`src/rtl/core/fractional_baud_divisor_search_assert.svh`:
```
// Assertion macros for the fractional baud divisor search block.
// Each use samples on clk and is held off while rst_n is low.
`ifndef FRACTIONAL_BAUD_DIVISOR_SEARCH_ASSERT_SVH
`define FRACTIONAL_BAUD_DIVISOR_SEARCH_ASSERT_SVH

// Same-cycle implication.
`define FBDS_ASSERT_IMP(lbl, pre, post, msg) \
  lbl: assert property (@(posedge clk) disable iff (!rst_n) (pre) |-> (post)) \
    else $error(msg);

// Next-cycle implication.
`define FBDS_ASSERT_NXT(lbl, pre, post, msg) \
  lbl: assert property (@(posedge clk) disable iff (!rst_n) (pre) |=> (post)) \
    else $error(msg);

`endif

```
`src/rtl/core/fbds_pkg.sv`:
```
`default_nettype none

package fbds_pkg;

  localparam int CLK_W   = 27;
  localparam int BPS_W   = 22;
  localparam int PORT_W  = 2;
  localparam int BASE_W  = BPS_W + 4;     // 16 * bps
  localparam int C1K_W   = 37;            // clk * 1000
  localparam int EST_W   = 16;
  localparam int PROD_W  = BASE_W + EST_W; // base * est, also holds base * trial
  localparam int DIV_W   = 43;            // clk * 2000 + den, and 2 * den
  localparam int FR_W    = 11;            // fractions in thousandths, below 2048
  localparam int MV_W    = 4;
  localparam int TAB_ENTRIES = 72;
  localparam int TAB_IW  = 7;

  localparam logic [CLK_W-1:0] CLK_RESET = 27'd25000000;
  localparam logic [FR_W-1:0]  FR_LOW    = 11'd1100;
  localparam logic [FR_W-1:0]  FR_HIGH   = 11'd1900;
  localparam logic [FR_W-1:0]  FR_STEP   = 11'd100;
  localparam logic [FR_W-1:0]  FR_START  = 11'd1500;
  localparam logic [MV_W-1:0]  FDR_OFF_MUL = 4'd1;

  typedef struct packed {
    logic busy;
    logic done;
  } unit_stat_t;

  typedef struct packed {
    logic [FR_W-1:0] milli;
    logic [MV_W-1:0] add;
    logic [MV_W-1:0] mul;
  } frac_entry_t;

  // Fraction table: 1 + add/mul in thousandths, ascending.
  function automatic frac_entry_t frac_entry(input logic [TAB_IW-1:0] idx);
    frac_entry_t e;
    case (idx)
      7'd0:  e = '{11'd1000, 4'd0, 4'd1};
      7'd1:  e = '{11'd1067, 4'd1, 4'd15};
      7'd2:  e = '{11'd1071, 4'd1, 4'd14};
      7'd3:  e = '{11'd1077, 4'd1, 4'd13};
      7'd4:  e = '{11'd1083, 4'd1, 4'd12};
      7'd5:  e = '{11'd1091, 4'd1, 4'd11};
      7'd6:  e = '{11'd1100, 4'd1, 4'd10};
      7'd7:  e = '{11'd1111, 4'd1, 4'd9};
      7'd8:  e = '{11'd1125, 4'd1, 4'd8};
      7'd9:  e = '{11'd1133, 4'd2, 4'd15};
      7'd10: e = '{11'd1143, 4'd1, 4'd7};
      7'd11: e = '{11'd1154, 4'd2, 4'd13};
      7'd12: e = '{11'd1167, 4'd1, 4'd6};
      7'd13: e = '{11'd1182, 4'd2, 4'd11};
      7'd14: e = '{11'd1200, 4'd1, 4'd5};
      7'd15: e = '{11'd1214, 4'd3, 4'd14};
      7'd16: e = '{11'd1222, 4'd2, 4'd9};
      7'd17: e = '{11'd1231, 4'd3, 4'd13};
      7'd18: e = '{11'd1250, 4'd1, 4'd4};
      7'd19: e = '{11'd1267, 4'd4, 4'd15};
      7'd20: e = '{11'd1273, 4'd3, 4'd11};
      7'd21: e = '{11'd1286, 4'd2, 4'd7};
      7'd22: e = '{11'd1300, 4'd3, 4'd10};
      7'd23: e = '{11'd1308, 4'd4, 4'd13};
      7'd24: e = '{11'd1333, 4'd1, 4'd3};
      7'd25: e = '{11'd1357, 4'd5, 4'd14};
      7'd26: e = '{11'd1364, 4'd4, 4'd11};
      7'd27: e = '{11'd1375, 4'd3, 4'd8};
      7'd28: e = '{11'd1385, 4'd5, 4'd13};
      7'd29: e = '{11'd1400, 4'd2, 4'd5};
      7'd30: e = '{11'd1417, 4'd5, 4'd12};
      7'd31: e = '{11'd1429, 4'd3, 4'd7};
      7'd32: e = '{11'd1444, 4'd4, 4'd9};
      7'd33: e = '{11'd1455, 4'd5, 4'd11};
      7'd34: e = '{11'd1462, 4'd6, 4'd13};
      7'd35: e = '{11'd1467, 4'd7, 4'd15};
      7'd36: e = '{11'd1500, 4'd1, 4'd2};
      7'd37: e = '{11'd1533, 4'd8, 4'd15};
      7'd38: e = '{11'd1538, 4'd7, 4'd13};
      7'd39: e = '{11'd1545, 4'd6, 4'd11};
      7'd40: e = '{11'd1556, 4'd5, 4'd9};
      7'd41: e = '{11'd1571, 4'd4, 4'd7};
      7'd42: e = '{11'd1583, 4'd7, 4'd12};
      7'd43: e = '{11'd1600, 4'd3, 4'd5};
      7'd44: e = '{11'd1615, 4'd8, 4'd13};
      7'd45: e = '{11'd1625, 4'd5, 4'd8};
      7'd46: e = '{11'd1636, 4'd7, 4'd11};
      7'd47: e = '{11'd1643, 4'd9, 4'd14};
      7'd48: e = '{11'd1667, 4'd2, 4'd3};
      7'd49: e = '{11'd1692, 4'd9, 4'd13};
      7'd50: e = '{11'd1700, 4'd7, 4'd10};
      7'd51: e = '{11'd1714, 4'd5, 4'd7};
      7'd52: e = '{11'd1727, 4'd8, 4'd11};
      7'd53: e = '{11'd1733, 4'd11, 4'd15};
      7'd54: e = '{11'd1750, 4'd3, 4'd4};
      7'd55: e = '{11'd1769, 4'd10, 4'd13};
      7'd56: e = '{11'd1778, 4'd7, 4'd9};
      7'd57: e = '{11'd1786, 4'd11, 4'd14};
      7'd58: e = '{11'd1800, 4'd4, 4'd5};
      7'd59: e = '{11'd1818, 4'd9, 4'd11};
      7'd60: e = '{11'd1833, 4'd5, 4'd6};
      7'd61: e = '{11'd1846, 4'd11, 4'd13};
      7'd62: e = '{11'd1857, 4'd6, 4'd7};
      7'd63: e = '{11'd1867, 4'd13, 4'd15};
      7'd64: e = '{11'd1875, 4'd7, 4'd8};
      7'd65: e = '{11'd1889, 4'd8, 4'd9};
      7'd66: e = '{11'd1900, 4'd9, 4'd10};
      7'd67: e = '{11'd1909, 4'd10, 4'd11};
      7'd68: e = '{11'd1917, 4'd11, 4'd12};
      7'd69: e = '{11'd1923, 4'd12, 4'd13};
      7'd70: e = '{11'd1929, 4'd13, 4'd14};
      7'd71: e = '{11'd1933, 4'd14, 4'd15};
      default: e = '{11'd0, 4'd0, 4'd0};
    endcase
    return e;
  endfunction

endpackage

`default_nettype wire

```
`src/rtl/core/fbds_div.sv`:
```
`default_nettype none

// Restoring divider, one quotient bit per cycle.
module fbds_div #(
  parameter int WIDTH = 43
) (
  input  wire logic              clk,
  input  wire logic              rst_n,
  input  wire logic              start,
  input  wire logic [WIDTH-1:0]  num,
  input  wire logic [WIDTH-1:0]  den,
  output fbds_pkg::unit_stat_t   stat,
  output logic      [WIDTH-1:0]  quo,
  output logic      [WIDTH-1:0]  rem
);

  localparam int CW = $clog2(WIDTH + 1);

  logic [WIDTH-1:0] rem_r, quo_r, den_r;
  logic [CW-1:0]    cnt_r;
  logic             busy_r, done_r;
  logic [WIDTH:0]   sh, diff;
  logic             ge;

  assign sh   = {rem_r, quo_r[WIDTH-1]};
  assign diff = sh - {1'b0, den_r};
  assign ge   = (sh >= {1'b0, den_r});

  always_ff @(posedge clk) begin
    if (!rst_n) begin
      busy_r <= 1'b0;
      done_r <= 1'b0;
      cnt_r  <= '0;
    end else begin
      done_r <= 1'b0;
      if (start) begin
        busy_r <= 1'b1;
        cnt_r  <= CW'(WIDTH);
      end else if (busy_r) begin
        cnt_r <= cnt_r - 1'b1;
        if (cnt_r == CW'(1)) begin
          busy_r <= 1'b0;
          done_r <= 1'b1;
        end
      end
    end
  end

  always_ff @(posedge clk) begin
    if (start) begin
      rem_r <= '0;
      quo_r <= num;
      den_r <= den;
    end else if (busy_r) begin
      rem_r <= ge ? diff[WIDTH-1:0] : sh[WIDTH-1:0];
      quo_r <= {quo_r[WIDTH-2:0], ge};
    end
  end

  assign stat.busy = busy_r;
  assign stat.done = done_r;
  assign quo = quo_r;
  assign rem = rem_r;

endmodule

`default_nettype wire

```
`src/rtl/core/fbds_frac_scan.sv`:
```
`default_nettype none

// Nearest-entry scan over the fraction table, one entry per cycle.
// Strict compare keeps the first minimum.
module fbds_frac_scan #(
  parameter int TABLE_SIZE = 72
) (
  input  wire logic                          clk,
  input  wire logic                          rst_n,
  input  wire logic                          start,
  input  wire logic [fbds_pkg::FR_W-1:0]     fr,
  output fbds_pkg::unit_stat_t               stat,
  output logic      [fbds_pkg::MV_W-1:0]     mul_val,
  output logic      [fbds_pkg::MV_W-1:0]     add_val
);

  localparam int SCAN_N = (TABLE_SIZE < fbds_pkg::TAB_ENTRIES) ?
                          TABLE_SIZE : fbds_pkg::TAB_ENTRIES;

  logic [fbds_pkg::TAB_IW-1:0] idx_r;
  logic                        busy_r, done_r;
  logic [fbds_pkg::FR_W-1:0]   best_delta_r, delta;
  logic [fbds_pkg::MV_W-1:0]   best_mul_r, best_add_r;
  fbds_pkg::frac_entry_t       ent;
  logic                        take;

  assign ent   = fbds_pkg::frac_entry(idx_r);
  assign delta = (ent.milli > fr) ? (ent.milli - fr) : (fr - ent.milli);
  assign take  = (idx_r == '0) || (delta < best_delta_r);

  always_ff @(posedge clk) begin
    if (!rst_n) begin
      busy_r <= 1'b0;
      done_r <= 1'b0;
      idx_r  <= '0;
    end else begin
      done_r <= 1'b0;
      if (start) begin
        busy_r <= 1'b1;
        idx_r  <= '0;
      end else if (busy_r) begin
        if (idx_r == fbds_pkg::TAB_IW'(SCAN_N - 1)) begin
          busy_r <= 1'b0;
          done_r <= 1'b1;
        end else begin
          idx_r <= idx_r + 1'b1;
        end
      end
    end
  end

  always_ff @(posedge clk) begin
    if (busy_r && take) begin
      best_delta_r <= delta;
      best_mul_r   <= ent.mul;
      best_add_r   <= ent.add;
    end
  end

  assign stat.busy = busy_r;
  assign stat.done = done_r;
  assign mul_val   = best_mul_r;
  assign add_val   = best_add_r;

endmodule

`default_nettype wire

```
`src/rtl/core/fractional_baud_divisor_search.sv`:
```
// Channel   Dir  Handshake          Payload
// in_       in   in_tvalid/tready   tdata: bps[21:0]; tuser: port[1:0]
// out_      out  out_tvalid/tready  tdata: divisor, mul_val, div_add_val; tuser: port_out, ok
// cfg_      in   cfg_valid/ready    cfg_data: uart_clock_hz[26:0]
//
// One item at a time; in_tready is high only while the sequencer is idle.
// A zero baud rate goes straight to the result; an exact quotient takes one pass
// of the shared divider; otherwise that pass is followed by two passes per try
// and, once the fraction lands in the band, a scan over the full table.
// Reset (rst_n low, synchronous) clears control and loads uart_clock_hz = 25000000.
// A finished result holds in the output register while out_tready is low; a new
// item is still taken meanwhile, and the sequencer waits at the end if needed.
`default_nettype none

`include "fractional_baud_divisor_search_assert.svh"

module fractional_baud_divisor_search #(
  parameter int MAX_TRIES           = 16,
  parameter int FRACTION_TABLE_SIZE = 72
) (
  input  wire logic        clk,
  input  wire logic        rst_n,
  // input items
  input  wire logic        in_tvalid,
  output logic             in_tready,
  input  wire logic [23:0] in_tdata,   // [21:0] bps, [23:22] zero
  input  wire logic [1:0]  in_tuser,   // [1:0] port
  // result items
  output logic             out_tvalid,
  input  wire logic        out_tready,
  output logic [23:0]      out_tdata,  // [15:0] divisor, [19:16] mul_val, [23:20] div_add_val
  output logic [2:0]       out_tuser,  // [1:0] port_out, [2] ok
  // configuration
  input  wire logic        cfg_valid,
  output logic             cfg_ready,
  input  wire logic [26:0] cfg_data    // [26:0] uart_clock_hz
);

  localparam int TRY_W  = $clog2(MAX_TRIES + 1);
  localparam int DIV_W  = fbds_pkg::DIV_W;
  localparam int FR_W   = fbds_pkg::FR_W;
  localparam int MV_W   = fbds_pkg::MV_W;
  localparam int EST_W  = fbds_pkg::EST_W;
  localparam int PROD_W = fbds_pkg::PROD_W;

  typedef enum logic [10:0] {
    S_IDLE  = 11'b00000000001,
    S_XDIV  = 11'b00000000010,  // clk / (16*bps)
    S_XWAIT = 11'b00000000100,
    S_MUL1  = 11'b00000001000,  // base * trial
    S_D1    = 11'b00000010000,  // divisor estimate
    S_D1W   = 11'b00000100000,
    S_MUL2  = 11'b00001000000,  // base * est
    S_D2    = 11'b00010000000,  // real fraction, rounded
    S_D2W   = 11'b00100000000,
    S_SCAN  = 11'b01000000000,
    S_EMIT  = 11'b10000000000
  } state_t;

  // ---------------- registers ----------------
  state_t                          state_r, state_nxt;
  logic [fbds_pkg::CLK_W-1:0]      clk_hz_r;
  logic [fbds_pkg::PORT_W-1:0]     port_r, port_nxt;
  logic [fbds_pkg::BASE_W-1:0]     base_r, base_nxt;
  logic [fbds_pkg::C1K_W-1:0]      c1k_r, c1k_nxt;
  logic [FR_W-1:0]                 trial_r, trial_nxt;
  logic [TRY_W-1:0]                tries_r, tries_nxt;
  logic [EST_W-1:0]                est_r, est_nxt;
  logic [PROD_W-1:0]               mprod_r, mprod_nxt;
  logic [FR_W-1:0]                 fr_r, fr_nxt;
  logic                            res_ok_r, res_ok_nxt;
  logic [EST_W-1:0]                res_div_r, res_div_nxt;
  logic [MV_W-1:0]                 res_mul_r, res_mul_nxt;
  logic [MV_W-1:0]                 res_add_r, res_add_nxt;
  logic                            out_valid_r, out_valid_nxt;
  logic [fbds_pkg::PORT_W-1:0]     out_port_r, out_port_nxt;
  logic                            out_ok_r, out_ok_nxt;
  logic [EST_W-1:0]                out_div_r, out_div_nxt;
  logic [MV_W-1:0]                 out_mul_r, out_mul_nxt;
  logic [MV_W-1:0]                 out_add_r, out_add_nxt;

  // ---------------- shared units ----------------
  logic                  div_start;
  logic [DIV_W-1:0]      div_num, div_den, div_quo, div_rem;
  fbds_pkg::unit_stat_t  div_stat;
  logic                  scan_start;
  fbds_pkg::unit_stat_t  scan_stat;
  logic [MV_W-1:0]       scan_mul, scan_add;

  fbds_div #(.WIDTH(DIV_W)) u_div (
    .clk   (clk),
    .rst_n (rst_n),
    .start (div_start),
    .num   (div_num),
    .den   (div_den),
    .stat  (div_stat),
    .quo   (div_quo),
    .rem   (div_rem)
  );

  fbds_frac_scan #(.TABLE_SIZE(FRACTION_TABLE_SIZE)) u_scan (
    .clk     (clk),
    .rst_n   (rst_n),
    .start   (scan_start),
    .fr      (fr_r),
    .stat    (scan_stat),
    .mul_val (scan_mul),
    .add_val (scan_add)
  );

  // One multiplier, shared by base*trial and base*est.
  logic [EST_W-1:0]  mul_b;
  logic [PROD_W-1:0] mul_p;
  assign mul_b = (state_r == S_MUL1) ? EST_W'(trial_r) : est_r;
  assign mul_p = PROD_W'(base_r) * PROD_W'(mul_b);

  // clk * 1000 as shift-and-subtract: 1024 - 16 - 8.
  logic [fbds_pkg::C1K_W-1:0] clk_ext, clk_x1000;
  assign clk_ext   = fbds_pkg::C1K_W'(clk_hz_r);
  assign clk_x1000 = (clk_ext << 10) - (clk_ext << 4) - (clk_ext << 3);

  // Trial fraction moves.
  logic [FR_W-1:0]  trial_up, trial_dn, trial_mv;
  logic [TRY_W-1:0] tries_inc;
  logic             quo_big, fr_in_band, fr_low_side;
  assign trial_up    = trial_r + fbds_pkg::FR_STEP;
  assign trial_dn    = trial_r - fbds_pkg::FR_STEP;
  assign tries_inc   = tries_r + 1'b1;
  assign quo_big     = (div_quo[DIV_W-1:EST_W] != '0);
  assign fr_in_band  = (div_quo > DIV_W'(fbds_pkg::FR_LOW)) &&
                       (div_quo < DIV_W'(fbds_pkg::FR_HIGH));
  assign fr_low_side = (div_quo <= DIV_W'(fbds_pkg::FR_LOW));
  assign trial_mv    = fr_low_side ? trial_up : trial_dn;

  // Divider operand select.
  always_comb begin
    div_num = '0;
    div_den = '0;
    case (state_r)
      S_XDIV: begin
        div_num = DIV_W'(clk_hz_r);
        div_den = DIV_W'(base_r);
      end
      S_D1: begin
        div_num = DIV_W'(c1k_r);
        div_den = DIV_W'(mprod_r);
      end
      S_D2: begin
        // (clk*2000 + den) / (2*den): round half up
        div_num = DIV_W'({c1k_r, 1'b0}) + DIV_W'(mprod_r);
        div_den = DIV_W'({mprod_r, 1'b0});
      end
      default: begin
        div_num = '0;
        div_den = '0;
      end
    endcase
  end

  assign div_start  = (state_r == S_XDIV) || (state_r == S_D1) || (state_r == S_D2);
  assign scan_start = (state_r == S_D2W) && div_stat.done && fr_in_band;

  // ---------------- sequencer ----------------
  always_comb begin
    state_nxt     = state_r;
    port_nxt      = port_r;
    base_nxt      = base_r;
    c1k_nxt       = c1k_r;
    trial_nxt     = trial_r;
    tries_nxt     = tries_r;
    est_nxt       = est_r;
    mprod_nxt     = mprod_r;
    fr_nxt        = fr_r;
    res_ok_nxt    = res_ok_r;
    res_div_nxt   = res_div_r;
    res_mul_nxt   = res_mul_r;
    res_add_nxt   = res_add_r;
    out_valid_nxt = out_valid_r && !out_tready;
    out_port_nxt  = out_port_r;
    out_ok_nxt    = out_ok_r;
    out_div_nxt   = out_div_r;
    out_mul_nxt   = out_mul_r;
    out_add_nxt   = out_add_r;

    case (state_r)
      S_IDLE: begin
        if (in_tvalid) begin
          port_nxt    = in_tuser;
          base_nxt    = {in_tdata[fbds_pkg::BPS_W-1:0], 4'b0000};
          c1k_nxt     = clk_x1000;
          res_ok_nxt  = 1'b0;
          res_div_nxt = '0;
          res_mul_nxt = '0;
          res_add_nxt = '0;
          // zero baud rate fails at once
          state_nxt   = (in_tdata[fbds_pkg::BPS_W-1:0] == '0) ? S_EMIT : S_XDIV;
        end
      end
      S_XDIV: state_nxt = S_XWAIT;
      S_XWAIT: begin
        if (div_stat.done) begin
          if (div_rem == '0) begin
            // exact quotient: fraction off
            if (div_quo != '0 && !quo_big) begin
              res_ok_nxt  = 1'b1;
              res_div_nxt = div_quo[EST_W-1:0];
              res_mul_nxt = fbds_pkg::FDR_OFF_MUL;
              res_add_nxt = '0;
            end
            state_nxt = S_EMIT;
          end else begin
            trial_nxt = fbds_pkg::FR_START;
            tries_nxt = '0;
            state_nxt = S_MUL1;
          end
        end
      end
      S_MUL1: begin
        mprod_nxt = mul_p;
        state_nxt = S_D1;
      end
      S_D1: state_nxt = S_D1W;
      S_D1W: begin
        if (div_stat.done) begin
          if (div_quo == '0 || quo_big) begin
            state_nxt = S_EMIT;
          end else begin
            est_nxt   = div_quo[EST_W-1:0];
            state_nxt = S_MUL2;
          end
        end
      end
      S_MUL2: begin
        mprod_nxt = mul_p;
        state_nxt = S_D2;
      end
      S_D2: state_nxt = S_D2W;
      S_D2W: begin
        if (div_stat.done) begin
          if (fr_in_band) begin
            fr_nxt    = div_quo[FR_W-1:0];
            state_nxt = S_SCAN;
          end else begin
            trial_nxt = trial_mv;
            tries_nxt = tries_inc;
            // band left, or out of tries
            if (trial_mv < fbds_pkg::FR_LOW || trial_mv > fbds_pkg::FR_HIGH ||
                tries_inc == TRY_W'(MAX_TRIES)) begin
              state_nxt = S_EMIT;
            end else begin
              state_nxt = S_MUL1;
            end
          end
        end
      end
      S_SCAN: begin
        if (scan_stat.done) begin
          res_ok_nxt  = 1'b1;
          res_div_nxt = est_r;
          res_mul_nxt = scan_mul;
          res_add_nxt = scan_add;
          state_nxt   = S_EMIT;
        end
      end
      S_EMIT: begin
        if (!out_valid_r || out_tready) begin
          out_valid_nxt = 1'b1;
          out_port_nxt  = port_r;
          out_ok_nxt    = res_ok_r;
          out_div_nxt   = res_div_r;
          out_mul_nxt   = res_mul_r;
          out_add_nxt   = res_add_r;
          state_nxt     = S_IDLE;
        end
      end
      default: state_nxt = S_IDLE;
    endcase
  end

  always_ff @(posedge clk) begin
    if (!rst_n) begin
      state_r     <= S_IDLE;
      out_valid_r <= 1'b0;
      clk_hz_r    <= fbds_pkg::CLK_RESET;
      tries_r     <= '0;
    end else begin
      state_r     <= state_nxt;
      out_valid_r <= out_valid_nxt;
      tries_r     <= tries_nxt;
      if (cfg_valid) begin
        clk_hz_r <= cfg_data;
      end
    end
  end

  always_ff @(posedge clk) begin
    port_r     <= port_nxt;
    base_r     <= base_nxt;
    c1k_r      <= c1k_nxt;
    trial_r    <= trial_nxt;
    est_r      <= est_nxt;
    mprod_r    <= mprod_nxt;
    fr_r       <= fr_nxt;
    res_ok_r   <= res_ok_nxt;
    res_div_r  <= res_div_nxt;
    res_mul_r  <= res_mul_nxt;
    res_add_r  <= res_add_nxt;
    out_port_r <= out_port_nxt;
    out_ok_r   <= out_ok_nxt;
    out_div_r  <= out_div_nxt;
    out_mul_r  <= out_mul_nxt;
    out_add_r  <= out_add_nxt;
  end

  // ---------------- ports ----------------
  assign in_tready  = (state_r == S_IDLE);
  assign cfg_ready  = 1'b1;
  assign out_tvalid = out_valid_r;
  assign out_tdata  = {out_add_r, out_mul_r, out_div_r};
  assign out_tuser  = {out_ok_r, out_port_r};

  // ---------------- assertions ----------------
  // a failure result carries no setting
  `FBDS_ASSERT_IMP(a_fail_zero, out_tvalid && !out_tuser[2], out_tdata == 24'd0, "failure result not zero")
  // a good setting has a nonzero divisor and DIVADDVAL below MULVAL
  `FBDS_ASSERT_IMP(a_ok_sane, out_tvalid && out_tuser[2], (out_tdata[15:0] != 16'd0) && (out_tdata[23:20] < out_tdata[19:16]), "bad setting")
  // the divider is never restarted mid-division or while the scan runs
  `FBDS_ASSERT_IMP(a_div_free, div_start, !div_stat.busy && !scan_stat.busy, "unit restarted while busy")
  // an accepted item makes the block busy
  `FBDS_ASSERT_NXT(a_busy_after_accept, in_tvalid && in_tready, !in_tready, "ready after accept")

endmodule

`default_nettype wire

```
`config.mk`:
```
export PLATFORM = sky130hd
export DESIGN_NAME = fractional_baud_divisor_search
export DESIGN_NICKNAME = d
export VERILOG_FILES = /design/src/rtl/core/fbds_pkg.sv /design/src/rtl/core/fbds_div.sv /design/src/rtl/core/fbds_frac_scan.sv /design/src/rtl/core/fractional_baud_divisor_search.sv
export VERILOG_INCLUDE_DIRS = /design/src /design/src/rtl/core
export SDC_FILE = /design/constraint.sdc
export NUM_CORES = 2
export LEC_CHECK = 0
export ABC_AREA = 1
export ABC_CLOCK_PERIOD_IN_PS = 9100
export BUFFER_PORTS_ARGS = -buffer_cell sky130_fd_sc_hd__buf_2
export CAP_MARGIN = 20
export CORE_ASPECT_RATIO = 0.5
export CORE_MARGIN = 4
export CORE_UTILIZATION = 45
export CTS_BUF_LIST = sky130_fd_sc_hd__clkbuf_16
export DETAILED_ROUTE_END_ITERATION = 8
export HOLD_SLACK_MARGIN = 0.06
export SKIP_LAST_GASP = 1
export SYNTH_ARGS = -nofsm -noshare
export SYNTH_HDL_FRONTEND = slang
export SYNTH_SLANG_ARGS = --single-unit
export TNS_END_PERCENT = 1
```
`constraint.sdc`:
```
create_clock -name clk -period 9.1 [get_ports clk]
set_clock_uncertainty 0.2 [all_clocks]
set_input_delay 0.91 -clock clk [delete_from_list [all_inputs] [get_ports clk]]
set_output_delay 0.91 -clock clk [all_outputs]
set_load 0.03 [all_outputs]
```
# --- Yosys cells after proc, flatten, opt, wreduce, memory -nomap -nowiden ---
# Memory sizes are Yosys's and may differ from the RTL's. A register that Yosys moved wholly into a read port is not among the register bits.
# Cells that the tools add are included.
word_totals:
  ff_bits: 398
  romBits: 2432
  input_bits: 58
  out_inout_bits: 30
  wordCells: 188
  memories: 1
op_classes:
  addsub: 11
  mul: 1
  order_cmp: 8
  n_eq_ne: 24
  mux: 67
  n_bitwise: 5
  reduce_logical: 38
mem_list:
  columns: ["name", "depth", "word_bits", "rd", "rd_ports_with_merged_regs", "wr", "line_no", "rtl"]
  rows:
  - ["(no name shown)", 128, 19, 1, 1, 0, "fbds_pkg.sv:39", "case (idx)"]
ops:
  columns: ["operator", "count"]
  rows:
  - ["one-hot mux 43 bit (3 select lines)", 2]
  - ["2-to-1 mux 11 bit", 17]
  - ["2-to-1 mux 43 bit", 3]
  - ["one-hot mux 11 bit (11 select lines)", 1]
  - ["2-to-1 mux 16 bit", 6]
  - ["zero test 43 bit", 2]
  - ["one-hot mux 16 bit (3 select lines)", 1]
  - [">= comparator 44 x 43 -> 1 bit", 1]
  - ["adder 38 x 42 -> 43 bit", 1]
  - ["greater-than comparator 43 x 11 -> 1 bit, second input constant", 1]
  - ["<= comparator 43 x 11 -> 1 bit, second input constant", 1]
  - ["less-than comparator 43 x 11 -> 1 bit, second input constant", 1]
  - ["nonzero test 43 bit", 1]
  - ["subtractor 43 bit", 1]
  - ["multiplier 22 x 16 -> 38 bit", 1]
  - ["subtractor 37 x 30 -> 37 bit", 1]
  - ["subtractor 37 x 31 -> 37 bit", 1]
  - ["2-to-1 mux 4 bit", 9]
  - ["nonzero test 27 bit", 1]
  - ["one-hot mux 4 bit (3 select lines)", 2]
  - ["zero test 22 bit", 1]
  - ["one-hot mux 11 bit (2 select lines)", 1]
  - ["subtractor 11 bit", 2]
  - ["2-to-1 mux 5 bit", 4]
  - ["43 further kinds", 92]

# --- Depth between registers and ports, before layout ---
logic_depth:
  depth_word: 9
  ltp_mapped: 36

# --- By module ---
# Synthesis repeated with hierarchy kept, for this count alone.
unflattened:
  cells_unflattened: 5272
  hier_area_um2: 39993.4
by_module_without_submodules:
  columns: ["module", "instances", "cells_per_inst", "area_per_inst_um2", "seq_area_each_um2"]
  rows:
  - ["fractional_baud_divisor_search", 1, 3185, 26016.2, 6406.1]
  - ["fbds_div", 1, 1347, 9235.1, 3603.5]
  - ["fbds_frac_scan", 1, 740, 4742.0, 1131.1]

# --- Least setup slack after synthesis ---
# OpenSTA, ideal clock, no wires.
synth_path:
  path_kind: "register -> register"
  start: "register state_r[10]"
  end: "register mprod_r[39], data pin"
  setup_ns: 0.252
  t_arrival_ns: 6.617
  t_required_ns: 8.648
  slack_ns: 2.031
  stages_incl_launch_ff: 35
  path_buffers: 3
  path_cell_list: "dfxtp_1 nor3_2 inv_2 nor2_2 nand4_1 buf_2 inv_2 buf_2 o21a_1 buf_2 nand2_1 fa_1 inv_1 fa_1 inv_1 fa_1 inv_1 fa_1 fa_1 inv_1 fa_1 inv_1 ha_1 nand2_1 inv_1 nand3_1 nor3_1 nand3_1 nand3_1 a21o_1 nand2_1 o211ai_1 nand3_1 nand3_1 nand2_1"
synth_between:
  elab_chain_cells: 3
synth_rtl:
  columns: ["element", "line_no", "rtl"]
  rows:
  - ["start: declaration", "fractional_baud_divisor_search.sv:61", "state_t state_r, state_nxt;"]
  - ["start signal: assignment", "fractional_baud_divisor_search.sv:287", "state_r <= state_nxt;"]
  - ["equality test 11 x 4 -> 1 bit", "fractional_baud_divisor_search.sv:114", "assign mul_b = (state_r == S_MUL1) ? EST_W'(trial_r) : est_r;"]
  - ["2-to-1 mux 16 bit", "fractional_baud_divisor_search.sv:114", null]
  - ["multiplier 22 x 16 -> 38 bit", "fractional_baud_divisor_search.sv:115", "assign mul_p = PROD_W'(base_r) * PROD_W'(mul_b);"]
  - ["via mul_p[39]", "fractional_baud_divisor_search.sv:113", "logic [PROD_W-1:0] mul_p;"]
  - ["end signal: assignment", "fractional_baud_divisor_search.sv:302", "mprod_r <= mprod_nxt;"]
  - ["end: declaration", "fractional_baud_divisor_search.sv:69", "logic [PROD_W-1:0] mprod_r, mprod_nxt;"]
# The timed path passes the listed nets, and every way through them passes these cells.
# A chain may end at the register's enable or synchronous reset.

# --- Worst setup path after layout ---
layout_path:
  start: "register state_r[10]"
  end: "register mprod_r[40], data pin"
# The elaborated chain is that of the path after synthesis.

==> impl_metrics.xml <==
<?xml version="1.0" encoding="UTF-8"?>
<metrics>
  <group name="flow_run">
    <metric name="max-cap-violations" unit="">0</metric>
  </group>
  <group name="floorplan">
    <metric name="placement_rows" unit="">74</metric>
    <metric name="placeableCoreArea" unit="sq mm">0.0822</metric>
    <metric name="chipHeight" unit="microns">212</metric>
    <metric name="die_area" unit="sq mm">0.0885</metric>
    <metric name="start_util" unit="">0.457</metric>
    <metric name="ios" unit="">88</metric>
    <metric name="die_width" unit="microns">417</metric>
  </group>
  <group name="global_routing">
    <metric name="vias_in_the_first_global_route" unit="">31400</metric>
    <metric name="grt_max_degree" unit="">60</metric>
    <metric name="grt.busiest_layer" unit="">met2</metric>
    <metric name="grtUsageTotal" unit="">0.269</metric>
    <metric name="first_pass_grt_wire_length" unit="microns">184000</metric>
    <metric name="grt-ovfl-total" unit="">0</metric>
    <metric name="number_of_antenna_violations_at_the_first_check_in_global_routing" unit="">1</metric>
    <metric name="global_route.usage.met2" unit="">0.414</metric>
    <metric name="groute.layer.met3.usage" unit="">0.0377</metric>
    <metric name="groute.layer.met1.usage" unit="">0.400</metric>
  </group>
  <group name="worst_setup_path">
    <metric name="crit_path_start_kind" unit="">flip-flop</metric>
    <metric name="cpMostUsedCell" unit="">sky130_fd_sc_hd__fa_1</metric>
    <metric name="cp.required" unit="ns">9.26</metric>
    <metric name="rr_startpoint" unit="">state_r[10]</metric>
    <metric name="critical_path.n_buffers_inverters" unit="">7</metric>
    <metric name="setup.reg_to_reg.worst_slack" unit="ns">0.50</metric>
    <metric name="worst_setup_path_end_kind" unit="">flip-flop</metric>
    <metric name="worst_ep_arrival_time" unit="ns">8.76</metric>
    <metric name="worstPathMaxFanout" unit="">17</metric>
    <metric name="crit_path_max_incr_delay" unit="ns">0.78</metric>
    <metric name="critical_path_class" unit="">flip-flop to flip-flop</metric>
    <metric name="critical_path.top_delay_family" unit="">adder cells</metric>
    <metric name="setup.worst_path.start" unit="">state_r[10]</metric>
    <metric name="worst_path_max_delay_cell" unit="">sky130_fd_sc_hd__o21a_1</metric>
  </group>
  <group name="synthesis">
    <metric name="synth.area.top_cells" unit="">sky130_fd_sc_hd__edfxtp_1 (23%), sky130_fd_sc_hd__fa_1 (16%), sky130_fd_sc_hd__nand2_1 (9.8%), sky130_fd_sc_hd__ha_1 (9.4%), sky130_fd_sc_hd__inv_1 (8.1%)</metric>
    <metric name="synth_fp_nets" unit="">5284</metric>
    <metric name="ys_seq_area_frac" unit="">0.293</metric>
    <metric name="synth_area" unit="sq mm">0.0376</metric>
    <metric name="ys_top_cells_by_count" unit="">sky130_fd_sc_hd__nand2_1 (977), sky130_fd_sc_hd__inv_1 (809), sky130_fd_sc_hd__nor2_1 (431)</metric>
    <metric name="flops_latches_synth" unit="">408</metric>
    <metric name="synth_top_cell_area_share" unit="">0.228</metric>
    <metric name="synth_enable_flop_cells" unit="">285</metric>
    <metric name="syn-mean-instance-area" unit="sq um">8.10</metric>
    <metric name="cell_variety_after_synth" unit="">63</metric>
    <metric name="yosysWarningCount" unit="">0</metric>
    <metric name="async_flop_share" unit="">0</metric>
    <metric name="gate_count_after_technology_mapping" unit="">4641</metric>
    <metric name="netlist.top_cell.by_area" unit="">sky130_fd_sc_hd__edfxtp_1</metric>
    <metric name="most_used_flip_flop_cell_after_synthesis" unit="">sky130_fd_sc_hd__edfxtp_1</metric>
    <metric name="synth_most_common_cell" unit="">sky130_fd_sc_hd__nand2_1</metric>
  </group>
  <group name="drt">
    <metric name="antenna_violating_nets_post_route" unit="">0</metric>
    <metric name="post-route-drc-count" unit="">0</metric>
    <metric name="drt-initial-drc-count" unit="">3095</metric>
    <metric name="avgViaCountPerCell" unit="">5.52</metric>
    <metric name="wire_per_inst" unit="microns">20.4</metric>
    <metric name="drt-total-wl" unit="microns">119000</metric>
    <metric name="detail_route.first_pass.iterations" unit="">6</metric>
    <metric name="total_vias_in_the_final_route" unit="">32100</metric>
  </group>
  <group name="cts">
    <metric name="clock_tree_from_tritoncts" unit="">done</metric>
    <metric name="clockBufferDepth" unit="">3</metric>
    <metric name="cts_made_buffers" unit="">42</metric>
    <metric name="postCtsSetupBuffers" unit="">0</metric>
    <metric name="clkSlewWorstSetupHoldPaths" unit="ns">0.06</metric>
    <metric name="h-tree-depth" unit="">2</metric>
    <metric name="cts-hold-fix-buffers" unit="">0</metric>
    <metric name="cts-resized-gates" unit="">0</metric>
    <metric name="cts-root-buf" unit="">sky130_fd_sc_hd__clkbuf_16</metric>
    <metric name="clock_insertion_delay_worst_skew" unit="ns">0.62</metric>
    <metric name="cts.sinks" unit="">408</metric>
  </group>
  <group name="timing">
    <metric name="fmax" unit="GHz">0.116</metric>
    <metric name="setup_viol_count_final" unit="">0</metric>
    <metric name="hold_viol_final" unit="">0</metric>
    <metric name="final.min_clock_period" unit="ns">8.60</metric>
    <metric name="finalHoldWorstSlack" unit="ns">0.204</metric>
    <metric name="rsz0062_at_grt" unit="">false</metric>
    <metric name="final.setup.tns" unit="ns">0</metric>
    <metric name="slew_viol_final" unit="">0</metric>
    <metric name="worstMarginPinSlew" unit="ns">1.11</metric>
    <metric name="final_min_period_over_clock_period" unit="">0.945</metric>
    <metric name="timing.slew.headroom" unit="">0.250</metric>
  </group>
  <group name="cells_and_area">
    <metric name="synthToLayoutAreaGrowth" unit="%">7.70</metric>
    <metric name="drive_above_1_share" unit="">0.0662</metric>
    <metric name="final_net_count" unit="">5324</metric>
  </group>
  <group name="outcome">
    <metric name="status" unit="">completed</metric>
  </group>
  <group name="placement">
    <metric name="weighted_congestion_reported_at_the_end_of_routability_driven_placement" unit="">0.959</metric>
    <metric name="hpwlAfterDp" unit="microns">94200</metric>
    <metric name="buffer_ports.inserted" unit="">84</metric>
  </group>
  <group name="min_path">
    <metric name="min_from" unit="">u_scan.ent[7]</metric>
    <metric name="timing.hold.worst.class" unit="">flip-flop to flip-flop</metric>
  </group>
</metrics>
==> kinds of logic (layout without fill, tap and decap cells) <==
kind of cell	count (synthesis)	count (layout)	share of synthesized area
buffers and inverters	967	1041	0.101
other	1	2	0.0000998
adder cells (fa/ha/maj)	585	585	0.255
flip-flops	408	408	0.293
XOR/XNOR	135	135	0.0317
AO/OA/AOI/OAI	714	714	0.111
AND/OR/NAND/NOR	1831	1831	0.207
==> area by class of cell <==
cell class              count  area, sq um
clock inverters            36          360
clock buffers              42         1050
multi-input cells        3266        22800
flip-flops and latches    408        11000
diodes                      1         2.50
repair buffers            124          721
inverters                 839         3150
fillers                  8084        41700
well taps                1102         1380
==> layer usage <==
metal | vias to the layer above | wire length [microns]
met5 | - | 0
li1 | 15100 | -
met2 | 1248 | 50900
met3 | 184 | 9640
met4 | 0 | 2930
met1 | 15600 | 55200
==> sequential cells by signal, indices dropped and copies added (netlist names), 5 cells and up <==
signal               flops
u_div.quo               43
u_div.rem               43
u_div.den_r             39
mprod_r                 38
c1k_r                   34
clk_hz_r                27
base_r                  22
u_scan.ent              19
est_r                   16
out_div_r               16
res_div_r               16
fr_r                    11
state_r                 11
u_scan.best_delta_r     11
trial_r                  9
u_scan.idx_r             7
u_div.cnt_r              6
tries_r                  5
==> metrics by stage <==
| step | worst slack (ns) | area, sq um | std cells | utilization |
|---|---|---|---|---|
| 3_5_place_dp | 0.614 | 39100 | 5739 | 0.475 |
| 4_1_cts | 0.605 | 40500 | 5817 | 0.492 |
| 2_1_floorplan | 2.03 | 37600 | 4641 | - |
| 5_1_grt | 0.0545 | 40500 | 5817 | 0.492 |
| 6_report | 0.505 | 40500 | 5818 | 0.492 |
| 3_3_place_gp | 0.737 | 39100 | 5739 | 0.475 |
==> cell usage in the layout (no fill, tap or decap), types with 6 or more instances in the layout <==
| cell | count |
|---|---|
| sky130_fd_sc_hd__nand3_1 | 231 |
| sky130_fd_sc_hd__inv_1 | 814 |
| sky130_fd_sc_hd__o21bai_1 | 21 |
| sky130_fd_sc_hd__nor3_1 | 35 |
| sky130_fd_sc_hd__clkbuf_16 | 42 |
| sky130_fd_sc_hd__or2_2 | 30 |
| sky130_fd_sc_hd__clkinv_1 | 8 |
| sky130_fd_sc_hd__nand3b_1 | 9 |
| sky130_fd_sc_hd__fa_1 | 304 |
| sky130_fd_sc_hd__o211ai_1 | 22 |
| sky130_fd_sc_hd__xnor2_1 | 50 |
| sky130_fd_sc_hd__edfxtp_1 | 285 |
| sky130_fd_sc_hd__o221ai_1 | 25 |
| sky130_fd_sc_hd__buf_2 | 84 |
| sky130_fd_sc_hd__xor2_1 | 84 |
| sky130_fd_sc_hd__ha_1 | 281 |
| sky130_fd_sc_hd__nand4_1 | 44 |
| sky130_fd_sc_hd__a21boi_0 | 6 |
| sky130_fd_sc_hd__inv_2 | 25 |
| sky130_fd_sc_hd__buf_4 | 40 |
| sky130_fd_sc_hd__nor2_1 | 427 |
| sky130_fd_sc_hd__nor4_1 | 22 |
| sky130_fd_sc_hd__a221oi_1 | 9 |
| sky130_fd_sc_hd__clkinv_2 | 9 |
| sky130_fd_sc_hd__nor2_4 | 8 |
| sky130_fd_sc_hd__dfxtp_1 | 123 |
| sky130_fd_sc_hd__a31oi_1 | 24 |
| sky130_fd_sc_hd__nand3_2 | 6 |
| sky130_fd_sc_hd__o21a_1 | 16 |
| sky130_fd_sc_hd__nand2_1 | 977 |
| sky130_fd_sc_hd__o21ai_0 | 184 |
| sky130_fd_sc_hd__a21o_1 | 25 |
| sky130_fd_sc_hd__nor2_2 | 12 |
| sky130_fd_sc_hd__nand2_2 | 7 |
| sky130_fd_sc_hd__a22oi_1 | 15 |
| sky130_fd_sc_hd__o21ai_1 | 35 |
| sky130_fd_sc_hd__o2111ai_1 | 12 |
| sky130_fd_sc_hd__o22ai_1 | 38 |
| sky130_fd_sc_hd__a21oi_1 | 265 |
==> worst paths after layout <==
kind,to,depth (start not counted)
worst max register to register,mprod_r[40],30
worst min register to register,u_scan.add_val[3],0
worst max-delay path,mprod_r[40],30
worst min-delay path,u_scan.add_val[3],0
Power is not shown: default switching activity piles up to over one toggle a cycle in this logic, so the estimate is an artifact.
